<file path="src/rtl/assert_macros.svh">
// ----------------------------------------------------------------------------
// Assertion macros for the framer RTL.
// Each macro expects clock aclk and active-low reset aresetn in scope.
// ----------------------------------------------------------------------------
`ifndef ASSERT_MACROS_SVH
`define ASSERT_MACROS_SVH

// Same-cycle implication, checked outside reset.
`define ASSERT_IMPLIES(lbl, ante, cons, msg) \
    lbl: assert property (@(posedge aclk) disable iff (!aresetn) (ante) |-> (cons)) \
        else $error(msg);

// Next-cycle implication, checked outside reset.
`define ASSERT_NEXT(lbl, ante, cons, msg) \
    lbl: assert property (@(posedge aclk) disable iff (!aresetn) (ante) |=> (cons)) \
        else $error(msg);

`endif

</file>
<file path="src/rtl/bsfb_pkg.sv">
`timescale 1ns / 1ps
// ----------------------------------------------------------------------------
// bsfb_pkg
// Types, register map and constants of the byte-stuffed frame builder.
// ----------------------------------------------------------------------------
package bsfb_pkg;

    localparam int unsigned ADDR_W      = 5;
    localparam int unsigned REG_IDX_W   = 3;
    localparam int unsigned DATA_W      = 32;
    localparam int unsigned QUEUE_DEPTH = 2;

    localparam logic [REG_IDX_W-1:0] REG_FLAG    = 3'd0;
    localparam logic [REG_IDX_W-1:0] REG_ESCAPE  = 3'd1;
    localparam logic [REG_IDX_W-1:0] REG_MASK    = 3'd2;
    localparam logic [REG_IDX_W-1:0] REG_ADDRESS = 3'd3;
    localparam logic [REG_IDX_W-1:0] REG_CTRL0   = 3'd4;
    localparam logic [REG_IDX_W-1:0] REG_CTRL1   = 3'd5;

    localparam logic [7:0] RST_FLAG    = 8'd126;
    localparam logic [7:0] RST_ESCAPE  = 8'd125;
    localparam logic [7:0] RST_MASK    = 8'd32;
    localparam logic [7:0] RST_ADDRESS = 8'd3;
    localparam logic [7:0] RST_CTRL0   = 8'd0;
    localparam logic [7:0] RST_CTRL1   = 8'd64;

    typedef struct packed {
        logic [7:0] data_byte;
        logic       first_byte;
        logic       last_byte;
    } in_item_t;

    typedef struct packed {
        logic [7:0] line_byte;
        logic       run_end;
        logic       frame_end;
    } out_item_t;

    typedef struct packed {
        logic [7:0] flag_byte;
        logic [7:0] escape_byte;
        logic [7:0] stuff_mask;
        logic [7:0] address_byte;
        logic [7:0] control_zero;
        logic [7:0] control_one;
    } cfg_t;

    // One classified payload byte, handed from the front end to the emitter.
    typedef struct packed {
        logic [7:0] data;
        logic       first;
        logic       last;
        logic       seq;
        logic [7:0] check;
    } job_t;

    typedef enum logic [3:0] {
        PH_IDLE,
        PH_FLAG,
        PH_ADDR,
        PH_CTRL,
        PH_HCHK,
        PH_DATA,
        PH_DATA_X,
        PH_PCHK,
        PH_PCHK_X,
        PH_CLOSE
    } phase_t;

endpackage

</file>
<file path="src/rtl/byte_stuffed_frame_builder_core.sv">
`timescale 1ns / 1ps
// With the emitter idle, a byte accepted on s_ is written into the job queue and then
//   into the output register, where its first line byte shows on m_.
// Throughput: one line byte per cycle from the emitter while m_ready does not stall it;
//   a byte causes 1 to 9 line bytes (1 for a plain byte mid-frame).
// Reset (aresetn low, synchronous) empties the 2-entry job queue and the output, restores
//   the register defaults and clears the sequence bit and payload check.
// ----------------------------------------------------------------------------
// byte_stuffed_frame_builder_core
// HDLC-style framer with byte stuffing and an APB-style register port.
// ----------------------------------------------------------------------------
module byte_stuffed_frame_builder_core #(
    parameter int unsigned QUEUE_DEPTH = bsfb_pkg::QUEUE_DEPTH
) (
    input  logic                            aclk,
    input  logic                            aresetn,
    input  logic                            s_valid,
    output logic                            s_ready,
    input  bsfb_pkg::in_item_t              s_payload,
    output logic                            m_valid,
    input  logic                            m_ready,
    output bsfb_pkg::out_item_t             m_payload,
    input  logic                            psel,
    input  logic                            penable,
    input  logic                            pwrite,
    input  logic [bsfb_pkg::ADDR_W-1:0]     paddr,
    input  logic [bsfb_pkg::DATA_W-1:0]     pwdata,
    output logic [bsfb_pkg::DATA_W-1:0]     prdata,
    output logic                            pready
);

    bsfb_pkg::cfg_t cfg_reg;
    bsfb_pkg::cfg_t cfg_next;

    logic                              wr_en;
    logic [bsfb_pkg::REG_IDX_W-1:0]    reg_idx;
    logic [7:0]                        rd_byte;

    logic           push;
    bsfb_pkg::job_t push_job;
    logic           q_ready;
    logic           pop;
    logic           head_valid;
    bsfb_pkg::job_t head_job;

    assign pready  = 1'b1;
    assign wr_en   = psel && penable && pwrite;
    assign reg_idx = paddr[bsfb_pkg::ADDR_W-1:2];

    always_comb begin
        cfg_next = cfg_reg;
        if (wr_en) begin
            case (reg_idx)
                bsfb_pkg::REG_FLAG:    cfg_next.flag_byte    = pwdata[7:0];
                bsfb_pkg::REG_ESCAPE:  cfg_next.escape_byte  = pwdata[7:0];
                bsfb_pkg::REG_MASK:    cfg_next.stuff_mask   = pwdata[7:0];
                bsfb_pkg::REG_ADDRESS: cfg_next.address_byte = pwdata[7:0];
                bsfb_pkg::REG_CTRL0:   cfg_next.control_zero = pwdata[7:0];
                bsfb_pkg::REG_CTRL1:   cfg_next.control_one  = pwdata[7:0];
                default:               cfg_next = cfg_reg;
            endcase
        end
    end

    always_comb begin
        case (reg_idx)
            bsfb_pkg::REG_FLAG:    rd_byte = cfg_reg.flag_byte;
            bsfb_pkg::REG_ESCAPE:  rd_byte = cfg_reg.escape_byte;
            bsfb_pkg::REG_MASK:    rd_byte = cfg_reg.stuff_mask;
            bsfb_pkg::REG_ADDRESS: rd_byte = cfg_reg.address_byte;
            bsfb_pkg::REG_CTRL0:   rd_byte = cfg_reg.control_zero;
            bsfb_pkg::REG_CTRL1:   rd_byte = cfg_reg.control_one;
            default:               rd_byte = 8'd0;
        endcase
    end

    assign prdata = {{(bsfb_pkg::DATA_W - 8){1'b0}}, rd_byte};

    always_ff @(posedge aclk) begin
        if (!aresetn) begin
            cfg_reg.flag_byte    <= bsfb_pkg::RST_FLAG;
            cfg_reg.escape_byte  <= bsfb_pkg::RST_ESCAPE;
            cfg_reg.stuff_mask   <= bsfb_pkg::RST_MASK;
            cfg_reg.address_byte <= bsfb_pkg::RST_ADDRESS;
            cfg_reg.control_zero <= bsfb_pkg::RST_CTRL0;
            cfg_reg.control_one  <= bsfb_pkg::RST_CTRL1;
        end else begin
            cfg_reg <= cfg_next;
        end
    end

    bsfb_front u_front (
        .aclk      (aclk),
        .aresetn   (aresetn),
        .s_valid   (s_valid),
        .s_ready   (s_ready),
        .s_payload (s_payload),
        .q_ready   (q_ready),
        .push      (push),
        .push_job  (push_job)
    );

    bsfb_queue #(
        .DEPTH (QUEUE_DEPTH)
    ) u_queue (
        .aclk       (aclk),
        .aresetn    (aresetn),
        .push       (push),
        .push_job   (push_job),
        .in_ready   (q_ready),
        .pop        (pop),
        .head_valid (head_valid),
        .head_job   (head_job)
    );

    bsfb_back u_back (
        .aclk       (aclk),
        .aresetn    (aresetn),
        .cfg        (cfg_reg),
        .head_valid (head_valid),
        .head_job   (head_job),
        .pop        (pop),
        .m_valid    (m_valid),
        .m_ready    (m_ready),
        .m_payload  (m_payload)
    );

endmodule

</file>
<file path="src/rtl/bsfb_front.sv">
`timescale 1ns / 1ps
// ----------------------------------------------------------------------------
// bsfb_front
// Accepts payload bytes, tracks the sequence bit and the running payload
// check, and pushes one job per byte into the job queue.
// ----------------------------------------------------------------------------
module bsfb_front (
    input  logic              aclk,
    input  logic              aresetn,
    input  logic              s_valid,
    output logic              s_ready,
    input  bsfb_pkg::in_item_t s_payload,
    input  logic              q_ready,
    output logic              push,
    output bsfb_pkg::job_t    push_job
);

    logic       seq_reg;
    logic       seq_next;
    logic [7:0] check_reg;
    logic [7:0] check_next;
    logic [7:0] check_base;
    logic [7:0] check_new;
    logic       accept;

    assign s_ready = q_ready;
    assign accept  = s_valid && q_ready;
    assign push    = accept;

    // A first byte restarts the check from this byte.
    assign check_base = s_payload.first_byte ? 8'd0 : check_reg;
    assign check_new  = check_base ^ s_payload.data_byte;

    always_comb begin
        push_job.data  = s_payload.data_byte;
        push_job.first = s_payload.first_byte;
        push_job.last  = s_payload.last_byte;
        push_job.seq   = seq_reg ^ s_payload.first_byte;
        push_job.check = check_new;
    end

    always_comb begin
        seq_next   = seq_reg;
        check_next = check_reg;
        if (accept) begin
            seq_next   = push_job.seq;
            check_next = s_payload.last_byte ? 8'd0 : check_new;
        end
    end

    always_ff @(posedge aclk) begin
        if (!aresetn) begin
            seq_reg   <= 1'b0;
            check_reg <= 8'd0;
        end else begin
            seq_reg   <= seq_next;
            check_reg <= check_next;
        end
    end

endmodule

</file>
<file path="src/rtl/bsfb_queue.sv">
`timescale 1ns / 1ps
// ----------------------------------------------------------------------------
// bsfb_queue
// Small job FIFO between the front end and the emitter.
// ----------------------------------------------------------------------------
module bsfb_queue #(
    parameter int unsigned DEPTH = bsfb_pkg::QUEUE_DEPTH
) (
    input  logic           aclk,
    input  logic           aresetn,
    input  logic           push,
    input  bsfb_pkg::job_t push_job,
    output logic           in_ready,
    input  logic           pop,
    output logic           head_valid,
    output bsfb_pkg::job_t head_job
);

    localparam int unsigned PTR_W = $clog2(DEPTH);
    localparam int unsigned CNT_W = $clog2(DEPTH + 1);

    bsfb_pkg::job_t entry_reg [DEPTH];

    logic [PTR_W-1:0] wr_ptr_reg;
    logic [PTR_W-1:0] wr_ptr_next;
    logic [PTR_W-1:0] rd_ptr_reg;
    logic [PTR_W-1:0] rd_ptr_next;
    logic [CNT_W-1:0] count_reg;
    logic [CNT_W-1:0] count_next;

    assign in_ready   = (count_reg != CNT_W'(DEPTH));
    assign head_valid = (count_reg != '0);
    assign head_job   = entry_reg[rd_ptr_reg];

    always_comb begin
        wr_ptr_next = wr_ptr_reg;
        rd_ptr_next = rd_ptr_reg;
        count_next  = count_reg;
        if (push) begin
            wr_ptr_next = (wr_ptr_reg == PTR_W'(DEPTH - 1)) ? '0 : wr_ptr_reg + 1'b1;
        end
        if (pop) begin
            rd_ptr_next = (rd_ptr_reg == PTR_W'(DEPTH - 1)) ? '0 : rd_ptr_reg + 1'b1;
        end
        if (push && !pop) begin
            count_next = count_reg + 1'b1;
        end else if (pop && !push) begin
            count_next = count_reg - 1'b1;
        end
    end

    always_ff @(posedge aclk) begin
        if (!aresetn) begin
            wr_ptr_reg <= '0;
            rd_ptr_reg <= '0;
            count_reg  <= '0;
        end else begin
            wr_ptr_reg <= wr_ptr_next;
            rd_ptr_reg <= rd_ptr_next;
            count_reg  <= count_next;
        end
    end

    always_ff @(posedge aclk) begin
        if (push) begin
            entry_reg[wr_ptr_reg] <= push_job;
        end
    end

endmodule

</file>
<file path="src/rtl/bsfb_back.sv">
`timescale 1ns / 1ps
`include "assert_macros.svh"
// ----------------------------------------------------------------------------
// bsfb_back
// Emitter: walks the head job through header (first byte only), stuffed payload,
// stuffed check and closing flag (last byte only), one line byte per cycle
// into the output register while it is empty or m_ready takes its byte.
module bsfb_back (
    input  logic                aclk,
    input  logic                aresetn,
    input  bsfb_pkg::cfg_t      cfg,
    input  logic                head_valid,
    input  bsfb_pkg::job_t      head_job,
    output logic                pop,
    output logic                m_valid,
    input  logic                m_ready,
    output bsfb_pkg::out_item_t m_payload
);

    bsfb_pkg::phase_t phase_reg;
    bsfb_pkg::phase_t phase_next;
    bsfb_pkg::phase_t eff_phase;

    logic                m_valid_reg;
    logic                m_valid_next;
    bsfb_pkg::out_item_t m_payload_reg;
    bsfb_pkg::out_item_t m_payload_next;

    logic       step;
    logic       job_done;
    logic       data_stuff;
    logic       chk_stuff;
    logic [7:0] ctrl;
    logic [7:0] out_byte;
    logic       out_fend;

    assign ctrl       = head_job.seq ? cfg.control_one : cfg.control_zero;
    assign data_stuff = (head_job.data == cfg.flag_byte) || (head_job.data == cfg.escape_byte);
    assign chk_stuff  = (head_job.check == cfg.flag_byte)
                        || (head_job.check == cfg.escape_byte);

    // A job that has not started yet begins at the header or at the payload.
    always_comb begin
        if (phase_reg == bsfb_pkg::PH_IDLE) begin
            eff_phase = head_job.first ? bsfb_pkg::PH_FLAG : bsfb_pkg::PH_DATA;
        end else begin
            eff_phase = phase_reg;
        end
    end

    assign step = head_valid && (!m_valid_reg || m_ready);
    assign pop  = step && job_done;

    // Next phase.
    always_comb begin
        phase_next = phase_reg;
        if (step) begin
            case (eff_phase)
                bsfb_pkg::PH_FLAG: phase_next = bsfb_pkg::PH_ADDR;
                bsfb_pkg::PH_ADDR: phase_next = bsfb_pkg::PH_CTRL;
                bsfb_pkg::PH_CTRL: phase_next = bsfb_pkg::PH_HCHK;
                bsfb_pkg::PH_HCHK: phase_next = bsfb_pkg::PH_DATA;
                bsfb_pkg::PH_DATA: begin
                    if (data_stuff) begin
                        phase_next = bsfb_pkg::PH_DATA_X;
                    end else if (head_job.last) begin
                        phase_next = bsfb_pkg::PH_PCHK;
                    end else begin
                        phase_next = bsfb_pkg::PH_IDLE;
                    end
                end
                bsfb_pkg::PH_DATA_X: begin
                    phase_next = head_job.last ? bsfb_pkg::PH_PCHK : bsfb_pkg::PH_IDLE;
                end
                bsfb_pkg::PH_PCHK: begin
                    phase_next = chk_stuff ? bsfb_pkg::PH_PCHK_X : bsfb_pkg::PH_CLOSE;
                end
                bsfb_pkg::PH_PCHK_X: phase_next = bsfb_pkg::PH_CLOSE;
                bsfb_pkg::PH_CLOSE:  phase_next = bsfb_pkg::PH_IDLE;
                default:             phase_next = bsfb_pkg::PH_IDLE;
            endcase
        end
    end

    // Byte selection for the current phase.
    always_comb begin
        out_byte = cfg.flag_byte;
        out_fend = 1'b0;
        job_done = 1'b0;
        case (eff_phase)
            bsfb_pkg::PH_FLAG: out_byte = cfg.flag_byte;
            bsfb_pkg::PH_ADDR: out_byte = cfg.address_byte;
            bsfb_pkg::PH_CTRL: out_byte = ctrl;
            bsfb_pkg::PH_HCHK: out_byte = cfg.address_byte ^ ctrl;
            bsfb_pkg::PH_DATA: begin
                out_byte = data_stuff ? cfg.escape_byte : head_job.data;
                job_done = !data_stuff && !head_job.last;
            end
            bsfb_pkg::PH_DATA_X: begin
                out_byte = head_job.data ^ cfg.stuff_mask;
                job_done = !head_job.last;
            end
            bsfb_pkg::PH_PCHK: out_byte = chk_stuff ? cfg.escape_byte : head_job.check;
            bsfb_pkg::PH_PCHK_X: out_byte = head_job.check ^ cfg.stuff_mask;
            bsfb_pkg::PH_CLOSE: begin
                out_byte = cfg.flag_byte;
                out_fend = 1'b1;
                job_done = 1'b1;
            end
            default: out_byte = cfg.flag_byte;
        endcase
    end

    always_comb begin
        m_valid_next   = m_valid_reg;
        m_payload_next = m_payload_reg;
        if (step) begin
            m_valid_next             = 1'b1;
            m_payload_next.line_byte = out_byte;
            m_payload_next.run_end   = job_done;
            m_payload_next.frame_end = out_fend;
        end else if (m_ready) begin
            m_valid_next = 1'b0;
        end
    end

    always_ff @(posedge aclk) begin
        if (!aresetn) begin
            phase_reg   <= bsfb_pkg::PH_IDLE;
            m_valid_reg <= 1'b0;
        end else begin
            phase_reg   <= phase_next;
            m_valid_reg <= m_valid_next;
        end
    end

    always_ff @(posedge aclk) begin
        m_payload_reg <= m_payload_next;
    end

    assign m_valid   = m_valid_reg;
    assign m_payload = m_payload_reg;

    `ASSERT_IMPLIES(a_close_ends_run, m_valid_reg && m_payload_reg.frame_end, m_payload_reg.run_end, "closing flag without end of run")
    `ASSERT_IMPLIES(a_job_held, phase_reg != bsfb_pkg::PH_IDLE, head_valid, "job in progress left the queue")
    `ASSERT_NEXT(a_job_continues, step && !job_done, phase_reg != bsfb_pkg::PH_IDLE, "unfinished job lost its phase")

endmodule
</file>
<file path="config.mk">
export PLATFORM = sky130hd
export DESIGN_NAME = byte_stuffed_frame_builder_core
export DESIGN_NICKNAME = d
export VERILOG_FILES = /design/src/rtl/bsfb_pkg.sv /design/src/rtl/byte_stuffed_frame_builder_core.sv /design/src/rtl/bsfb_front.sv /design/src/rtl/bsfb_queue.sv /design/src/rtl/bsfb_back.sv
export VERILOG_INCLUDE_DIRS = /design/src /design/src/rtl
export SDC_FILE = /design/constraint.sdc
export NUM_CORES = 1
export LEC_CHECK = 0
export BUFFER_PORTS_ARGS = -buffer_cell sky130_fd_sc_hd__buf_2
export CAP_MARGIN = 25
export CORE_MARGIN = 10
export CORE_UTILIZATION = 40
export CTS_BUF_LIST = sky130_fd_sc_hd__clkbuf_4
export CTS_CLUSTER_SIZE = 14
export DETAILED_ROUTE_END_ITERATION = 8
export GPL_TIMING_DRIVEN = 0
export SLEW_MARGIN = 10
export SYNTH_ARGS = -nofsm -noshare
export SYNTH_HDL_FRONTEND = slang
export SYNTH_SLANG_ARGS = --single-unit
</file>
<file path="constraint.sdc">
create_clock -name aclk -period 4.17 [get_ports aclk]
set_input_delay 0 -clock aclk [delete_from_list [all_inputs] [get_ports aclk]]
set_output_delay 0 -clock aclk [all_outputs]
set_load 0.02 [all_outputs]
</file>
==> results of run 1 <==
cell families after synthesis:
kind of cell,after synthesis,synth area share [%]
buffers and inverters,81,7.28
AOI/OAI and AO/OA,146,15.6
DFF,115,43.2
xor gates and xnor gates,44,5.98
muxes,63,10.9
adders and majority gates,1,0.194
and+or+nand+nor,231,16.7
other,2,0.117
synthesized netlist by cell type (5+ instances only):
| cell type | number | area, um2 |
|---|---|---|
| nand2b_1 | 15 | 93.8 |
| xnor2_1 | 40 | 350 |
| nor4_1 | 10 | 62.6 |
| a31oi_1 | 10 | 62.6 |
| a21oi_1 | 33 | 165 |
| buf_4 | 25 | 188 |
| o221ai_1 | 6 | 52.6 |
| clkbuf_1 | 26 | 97.6 |
| inv_1 | 11 | 41.3 |
| buf_2 | 5 | 25.0 |
| mux2i_1 | 45 | 450 |
| nor2_1 | 67 | 251 |
| o211ai_1 | 10 | 75.1 |
| a21o_1 | 9 | 67.6 |
| o21ai_0 | 16 | 80.1 |
| dfxtp_1 | 67 | 1340 |
| edfxtp_1 | 48 | 1440 |
| nand3_1 | 35 | 175 |
| mux2i_2 | 13 | 179 |
| a22oi_1 | 21 | 158 |
| nand2_1 | 76 | 285 |
| o22ai_1 | 7 | 43.8 |
through the flow:
| step | power [W] | cell area (um2) | hold slack [ps] | util (%) | std cells |
|---|---|---|---|---|---|
| 6_report | 0.00407 | 7690 | 168 | 48.6 | 1026 |
| 3_5_place_dp | 0.00299 | 7080 | 210 | 44.7 | 971 |
| 3_3_place_gp | 0.00295 | 7040 | 207 | 44.5 | 969 |
| 2_1_floorplan | 0.00256 | 6530 | 98.9 | - | 706 |
| 4_1_cts | 0.00408 | 7690 | 143 | 48.6 | 1026 |
| 5_1_grt | 0.00429 | 7690 | 178 | 48.6 | 1026 |
worst register-to-register path, delay by kind of cell, from the launching register on:
family | cells | cell delay [ps]
buffers and inverters | 1 | 220
muxes | 1 | 550
AOI/OAI and AO/OA | 2 | 330
xor gates and xnor gates | 1 | 130
DFF | 1 | 390
adders and majority gates | 1 | 280
and+or+nand+nor | 5 | 1290
layer usage:
layer,vias to the layer above,track usage (%)
li1,2636,-
met1,2652,21.0
met2,211,27.3
met3,37,3.50
met4,0,7.53
met5,-,0
worst max-delay path by stage:
stage / from / to / slack, ps / depth (start not counted)
global placement: flip-flop / u_queue.count_reg[1] / 970 / 11
floorplan: flip-flop / u_queue.count_reg[1] / 1530 / 11
CTS: flip-flop / u_queue.count_reg[1] / 880 / 11
detailed placement: flip-flop / u_queue.count_reg[1] / 940 / 11
global route: flip-flop / u_queue.count_reg[1] / 560 / 11
finish: flip-flop / u_queue.count_reg[1] / 920 / 11
layout make-up:
class / instances / area share, %
Multi-Input combinational cell: 510 / 42.8
Sequential cell: 115 / 36.2
Timing Repair Buffer: 72 / 6.44
Buffer: 69 / 5.50
Tap cell: 216 / 3.51
Clock inverter: 15 / 3.33
Clock buffer: 17 / 1.66
Inverter: 12 / 0.602
power by group through the flow:
stage / Combinational [W] / Clock, W / Sequential, W
2_1_floorplan: 0.00103 / 0 / 0.00153
3_3_place_gp: 0.00147 / 0 / 0.00147
3_5_place_dp: 0.00152 / 0 / 0.00148
4_1_cts: 0.00154 / 0.00109 / 0.00145
5_1_grt: 0.00168 / 0.00114 / 0.00147
6_report: 0.00155 / 0.00107 / 0.00145
==> metrics.cfg, run 1 <==
[clock_network]
clock_sinks=115
cts_setup_buffers=0
path_clk_slew_ps=110
numCtsBuffers=17
cts_tree=built
clkLatencyLatePin_ps=570
post_cts_resized=0
clock_path_buffers=2
root_buffer=clkbuf_4
htree_levels=4
holdBufCountCts=23

[drt]
drt_iter0_markers=446
drc=0
wl_met3_um=1200
top_layer=met4
drt_wl_total_um=18500
routed_via_density=5.40
met2_length_um=8930
routedLengthMet1_um=7880
vias=5536
wl_per_cell_um=18.0
ant_nets=0
first_pass_iters=5

[sta]
slew_headroom_pct=31.9
setup_viol=0
worst_pin_slew_ps=1020
rsz0062_at_grt=no
hold_viol_final=0
setup_tns_ps=0
final-max-slew-violation-count=0
skew_ps=12.9
timing.fmax_mhz=308
fin_crit_ps=3250
period_share_pct=77.9
worst_slack_ps=921

[global_route]
grt_overflow_total=0
grt_use_total_pct=16.8
grt_pass1_vias=5354
grt_antenna_before_repair=0
grt_first_pass_wirelength_um=28800
grt_max_degree=17

[setup_path]
regToRegSetupSlack_ps=920
cp.buffers_inverters=1
arrival_ps=3750
r2r_cells=11
crit_family=simple AND/OR/NAND/NOR gates
r2r_end=u_queue.count_reg[1]
start_kind=flip-flop
slowest_delay_ps=550
crit_top_cell=nand2_1
crit_type=reg -> reg
cp-end-kind=flip-flop
required_ps=4670
crit_path_cell_trace=buf_6 > mux2i_1 > xnor2_1 > nor4_1 > nand2_1 > nand3_4 > nand2_1 > o21bai_1 > ha_1 > or3_1 > a21oi_1
cp_max_fo=10
slowest_stage=mux2i_1

[power_and_ir_drop]
vdd.ir_drop.worst_mv=0.210
power.share.clock_pct=26.3
powerDensity_nw_per_um2=530
internal-power_w=0.00259
p_leak_nw=2.89
power_frac_comb_pct=38.1
p_switching_w=0.00149
p_seq_share_pct=35.6
switching_share_pct=36.5

[min_path]
hp-start=penable
hold_end=cfg_reg[6]
hold_path.class=in -> reg
min_delay_path_depth=5

[place]
portBuffers=47
place.detailed.hpwl_um=13900
dp_slack_ps=938
globalplace.congestion=0.923

[cells_and_area]
final_common_cell=nand2_1
final-seq-area_um2=2780
diodes=0
multi_input_area_um2=3290
area_growth_pct=19.4
largest_reg_flops=48
fin_nets=852
drive_gt1_share_pct=19.5
layout_common_cells=nand2_1 (76), dfxtp_1 (67), nor2_1 (65), buf_2 (52), edfxtp_1 (48)
fillers=1485

[logic_synthesis]
avgSynthCellArea_um2=9.43
yosys_warnings=0
ys_types=64
synth_edf_count=48
async_flop_share_pct=0
netlist_area_um2=6440
ys_seq_area_share_pct=43.2
ys_ff_latch=115
synthFlopType=dfxtp_1
synth_cells=683

[die]
die-area_um2=21600
die_y_um=147
ios=99
coreArea_um2=15800
initial_core_util_pct=40.7
die_w_um=147
std_cell_rows=46

[run_status]
status=finished clean

[flow_run]
cap_violations=0

(Power assumes the default switching activity.)
==> run 2, diff against run 1 <==
Settings changed: ABC_AREA from default to 1.
Clock period 4.17 ns to 3.3 ns, I/O delays scaled along.
==> run 2 against run 1 <==
  * Global-route usage grew 2.2 points
  * Combinational power grew 94%
  * Utilization decreased by 0.40 points
  * Synthesized area is 0.50% higher
  * Power grew 48%
  * Non-clock buffer count fell by 21
  * Setup slack worse by 500 ps
  * Sequential power rose by 28%
  * Clock skew increased by 8.6 ps
  * Largest power group unchanged
  * Clock power rose by 11%
  * Routed wire length up 13%
  * Synthesized cell count rose by 29%
==> metrics.cfg, run 2 <==
[run_status]
status=finished clean

[logic_synthesis]
synthFlopType=dfxtp_1
yosysTopAreaCell=edfxtp_1
synth.most_common_cell=nand2_1
synth_edf_count=48
ys_ff_latch=115
avgSynthCellArea_um2=7.38
synth_area_leaders=edfxtp_1 (22%), dfxtp_1 (21%), nand2_1 (12%), nand3_1 (6.9%), inv_1 (5.9%)
async_flop_share_pct=0
ys_types=40
yosys_warnings=0
netlist_area_um2=6480
synth_cells=878
ys_top_cells_by_count=nand2_1 (209), inv_1 (101), nand3_1 (89), nor2_1 (77), dfxtp_1 (67)
ys_seq_area_share_pct=43.0
synth_top_area_share_pct=22.3

[cells_and_area]
drive_gt1_share_pct=16.3
fin_nets=1046
largest_reg_flops=48
final_common_cell=nand2_1
layout_common_cells=nand2_1 (209), inv_1 (101), nand3_1 (89), nor2_1 (75), dfxtp_1 (67)
fillers=1652
area_growth_pct=18.2
stdcell_area_um2=7660

[setup_path]
crit_type=reg -> reg
arrival_ps=3320
cp_max_fo=10
cp-end-kind=flip-flop
required_ps=3740
start_kind=flip-flop

[power_and_ir_drop]
powerDensity_nw_per_um2=790
vdd.ir_drop.worst_mv=0.424
p_leak_nw=3.40

[die]
initial_core_util_pct=40.8
std_cell_rows=46
ios=99
coreArea_um2=15900
die_y_um=147
die-area_um2=21700
die_w_um=147

[global_route]
grt_max_degree=17
grt_antenna_before_repair=1
grt_overflow_total=0
grt_first_pass_wirelength_um=32100
grt_pass1_vias=5813
grt_use_total_pct=19.0

[sta]
worst_pin_slew_ps=770
period_share_pct=87.1
skew_ps=21.5
slew_headroom_pct=48.6
timing.fmax_mhz=348
rsz0062_at_grt=no
hold_viol_final=0
worst_slack_ps=425
final-max-slew-violation-count=0
fin_crit_ps=2870
setup_tns_ps=0
setup_viol=0

[clock_network]
numCtsBuffers=17
clock_path_buffers=2
clkLatencyLatePin_ps=570
cts_tree=built
root_buffer=clkbuf_4
path_clk_slew_ps=130
htree_levels=4
post_cts_resized=0
clock_sinks=115

[drt]
drt_iter0_markers=584
drc=0
vias=6253
ant_nets=0
wl_per_cell_um=17.1
routed_via_density=5.12
first_pass_iters=5
drt_wl_total_um=20900

[place]
portBuffers=46
globalplace.congestion=0.976
dp_slack_ps=461
place.detailed.hpwl_um=16000
place_area_um2=7120

[flow_run]
cap_violations=0

[min_path]
hold_path.class=in -> reg

==> run 2: changes by cell type after synthesis, sizes merged, moves of 12 or more <==
cell / delta
nand2b: -15
nand2: +161
a21o: -13
a22oi: -12
a21oi: +18
nand3: +53
clkbuf: -14
o21ai: +47
xnor2: -40
mux2i: -59
inv: +94
==> run 2: worst paths after layout <==
kind	slack [ps]	end	start	cells after the start
hold reg to reg	480	cfg_reg[3]	cfg_reg[3]	2
setup / recovery	430	u_queue.count_reg[1]	flip-flop	15
hold / removal	130	cfg_reg[6]	penable	4
setup reg to reg	430	u_queue.count_reg[1]	flip-flop	15
==> run 2: area by class of cell <==
cell class | count | area (um2) | area share (%)
multi-input cells | 632 | 3050 | 39.8
flip-flops and latches | 115 | 2780 | 36.3
repair buffers | 71 | 489 | 6.39
inverters | 105 | 397 | 5.18
plain buffers | 49 | 342 | 4.46
well taps | 216 | 270 | 3.53
clock inverters | 15 | 195 | 2.55
clock buffers | 17 | 128 | 1.67
diodes | 1 | 2.50 | 0.0327
==> run 2: through the flow <==
step	util, %	total power (W)	hold slack [ps]	std cells
floorplan	-	0.00393	98.9	901
global placement	44.5	0.00477	208	1163
detailed placement	44.8	0.00482	219	1167
CTS	48.2	0.00602	70.0	1220
global route	48.2	0.00649	102	1221
finish	48.2	0.00605	129	1221
==> run 2: worst max-delay path, stage by stage, from the launching register on <==
cell,delay (ps)
dfxtp_1,320
buf_6,140
buf_4,180
o21ai_1,330
nand2_1,100
nand2_1,100
nand3_1,170
inv_2,190
nand4_1,110
nand2_1,270
nand2_1,90
ha_1,310
a21oi_1,110
o21ai_0,110
o21ai_0,170
a21oi_1,60
==> run 2: power by group <==
group	leakage [nW]	internal, W	switching [W]
registers	0.993	0.00178	0.0000862
logic	2.24	0.000955	0.00204
clock network	0.167	0.000546	0.000641
==> run 2: cell families (layout without fill, tap and decap cells) <==
| kind of cell | after synthesis | after routing | share of synthesized area [%] |
|---|---|---|---|
| compound gates | 164 | 164 | 14.6 |
| simple gates | 432 | 432 | 29.3 |
| buf+inv | 154 | 257 | 11.4 |
| xor+xnor | 10 | 10 | 1.35 |
| fa+ha+maj | 1 | 1 | 0.193 |
| flops | 115 | 115 | 43.0 |
| other cells | 2 | 26 | 0.116 |
==> run 2: metal layers <==
layer	vias up	global-route usage [%]	wire, um
li1	3117	-	-
met1	2810	25.2	9230
met2	283	28.9	9400
met3	43	5.07	1700
met4	0	7.38	569
met5	-	0	0
==> run 2: repair_timing <==
item,4_1_cts,5_1_grt
endpoints found under the hold margin,98,0
setup buffers,0,0
hold buffers,21,0
==> run 3, diff against run 2 <==
Settings changed: CORE_UTILIZATION 40 to 45, PLACE_DENSITY from default to 0.66.
==> run 3 against run 2 <==
  * Routed wire length is 2.9% lower
  * Register-to-register slack worse by 50 ps
  * Power decreased by 0.45%
  * Maximum frequency decreased by 1.7%
  * Combinational power about the same
  * Sequential power is essentially flat
  * Setup slack lost 49 ps
  * Final cell count decreased by 3.0%
  * Flip-flop and latch count is the same
==> metrics.cfg, run 3 (same netlist as run 2, synthesis figures left out) <==
[sta]
fin_crit_ps=2920
timing.fmax_mhz=342
worst_pin_slew_ps=806
rsz0062_at_grt=no
setup_viol=0
skew_ps=19.5
hold_viol_final=0
slew_headroom_pct=46.3
final-max-slew-violation-count=0
setup_tns_ps=0
period_share_pct=88.6
hold_ws_ps=144

[drt]
wl_per_cell_um=17.1
vias=6290
drt_wl_total_um=20300
drt_iter0_markers=652
first_pass_iters=5
drc=0
ant_nets=0
routed_via_density=5.31

[die]
ios=99
coreArea_um2=14000
initial_core_util_pct=46.3
die_y_um=140
die-area_um2=19600
die_w_um=140
std_cell_rows=43

[cells_and_area]
final_common_cell=nand2_1
diodes=0
largest_reg_flops=48
stdcell_area_um2=7590
area_growth_pct=17.2
layout_common_cells=nand2_1 (209), inv_1 (101), nand3_1 (89), nor2_1 (75), dfxtp_1 (67)
fin_nets=1046
drive_gt1_share_pct=16.0

[clock_network]
post_cts_resized=0
root_buffer=clkbuf_4
clkLatencyLatePin_ps=550
cts_tree=built
path_clk_slew_ps=110
cts_setup_buffers=0
clock_path_buffers=2
htree_levels=4
numCtsBuffers=17
clock_sinks=115

[global_route]
grt_max_degree=17
grt_first_pass_wirelength_um=31700
busiest_layer=met2
met2_usage_pct=31.0
grt_use_total_pct=20.3
grt_overflow_total=0
grt_pass1_vias=5958
grt_use_met1_pct=25.8
grt_antenna_before_repair=0
met3_usage_pct=6.69

[setup_path]
crit_path_cell_trace=buf_6 > buf_4 > o21ai_1 > nand2_1 > nand2_1 > nand3_1 > inv_2 > nand4_1 > nand2_1 > nand2_1 > ha_1 > a21oi_1 > o21ai_0 > o21ai_0 > a21oi_1
slowest_stage=o21ai_1
required_ps=3730
crit_type=reg -> reg
slowest_delay_ps=340
start_kind=flip-flop
crit_top_cell=nand2_1
arrival_ps=3360
cp-end-kind=flip-flop
cp_max_fo=10

[min_path]
hold_path.class=in -> reg
hp-start=penable

[flow_run]
cap_violations=0

[place]
place_area_um2=7080
globalplace.congestion=0.988
portBuffers=46
place.detailed.hpwl_um=15600

[power_and_ir_drop]
powerDensity_nw_per_um2=794
vdd.ir_drop.worst_mv=0.454
p_leak_nw=3.40

[run_status]
status=finished clean

-- run 3: power by group --
group | switching (W) | internal (W)
clock | 0.000544 | 0.000592
combinational | 0.00206 | 0.000956
sequential | 0.0000884 | 0.00178
-- run 3: worst paths after layout --
kind	depth (start not counted)	end	slack, ps
worst max-delay path	15	u_queue.count_reg[1]	380
worst min-delay path	5	cfg_reg[8]	140
worst max register to register	15	u_queue.count_reg[1]	380
worst min register to register	2	cfg_reg[3]	480
-- run 3: final cells by class --
type | count | area, um2
plain buffers | 49 | 342
clock buffers | 18 | 135
clock inverters | 14 | 168
fillers | 1376 | 6400
inverters | 105 | 397
multi-input cells | 632 | 3050
flip-flops and latches | 115 | 2780
well taps | 180 | 225
repair buffers | 71 | 489
-- run 3: per-layer routing --
metal / up-vias / wire length (um)
met4: 0 / 649
met2: 259 / 8980
li1: 3114 / -
met1: 2864 / 8710
met5: - / 0
met3: 53 / 1950
-- run 3: timing repair --
action | in CTS | in global routing
endpoints found under the setup margin | 0 | 0
hold buffers | 21 | 0
endpoints found under the hold margin | 97 | 0
-- run 3: per-stage QoR --
stage | util [%] | worst slack, ps | power, W | std cells
floorplan | - | 1060 | 0.00393 | 901
global placement | 50.2 | 436 | 0.00477 | 1127
detailed placement | 50.6 | 436 | 0.00483 | 1131
CTS | 54.2 | 412 | 0.00598 | 1184
global route | 54.2 | 162 | 0.00644 | 1184
finish | 54.2 | 377 | 0.00602 | 1184
-- run 3: critical path: cells and delay by family (launching register included) --
| family | cells | cell delay (ps) |
|---|---|---|
| compound gates | 5 | 790 |
| fa+ha+maj | 1 | 310 |
| buf+inv | 3 | 510 |
| flops | 1 | 320 |
| simple gates | 6 | 880 |
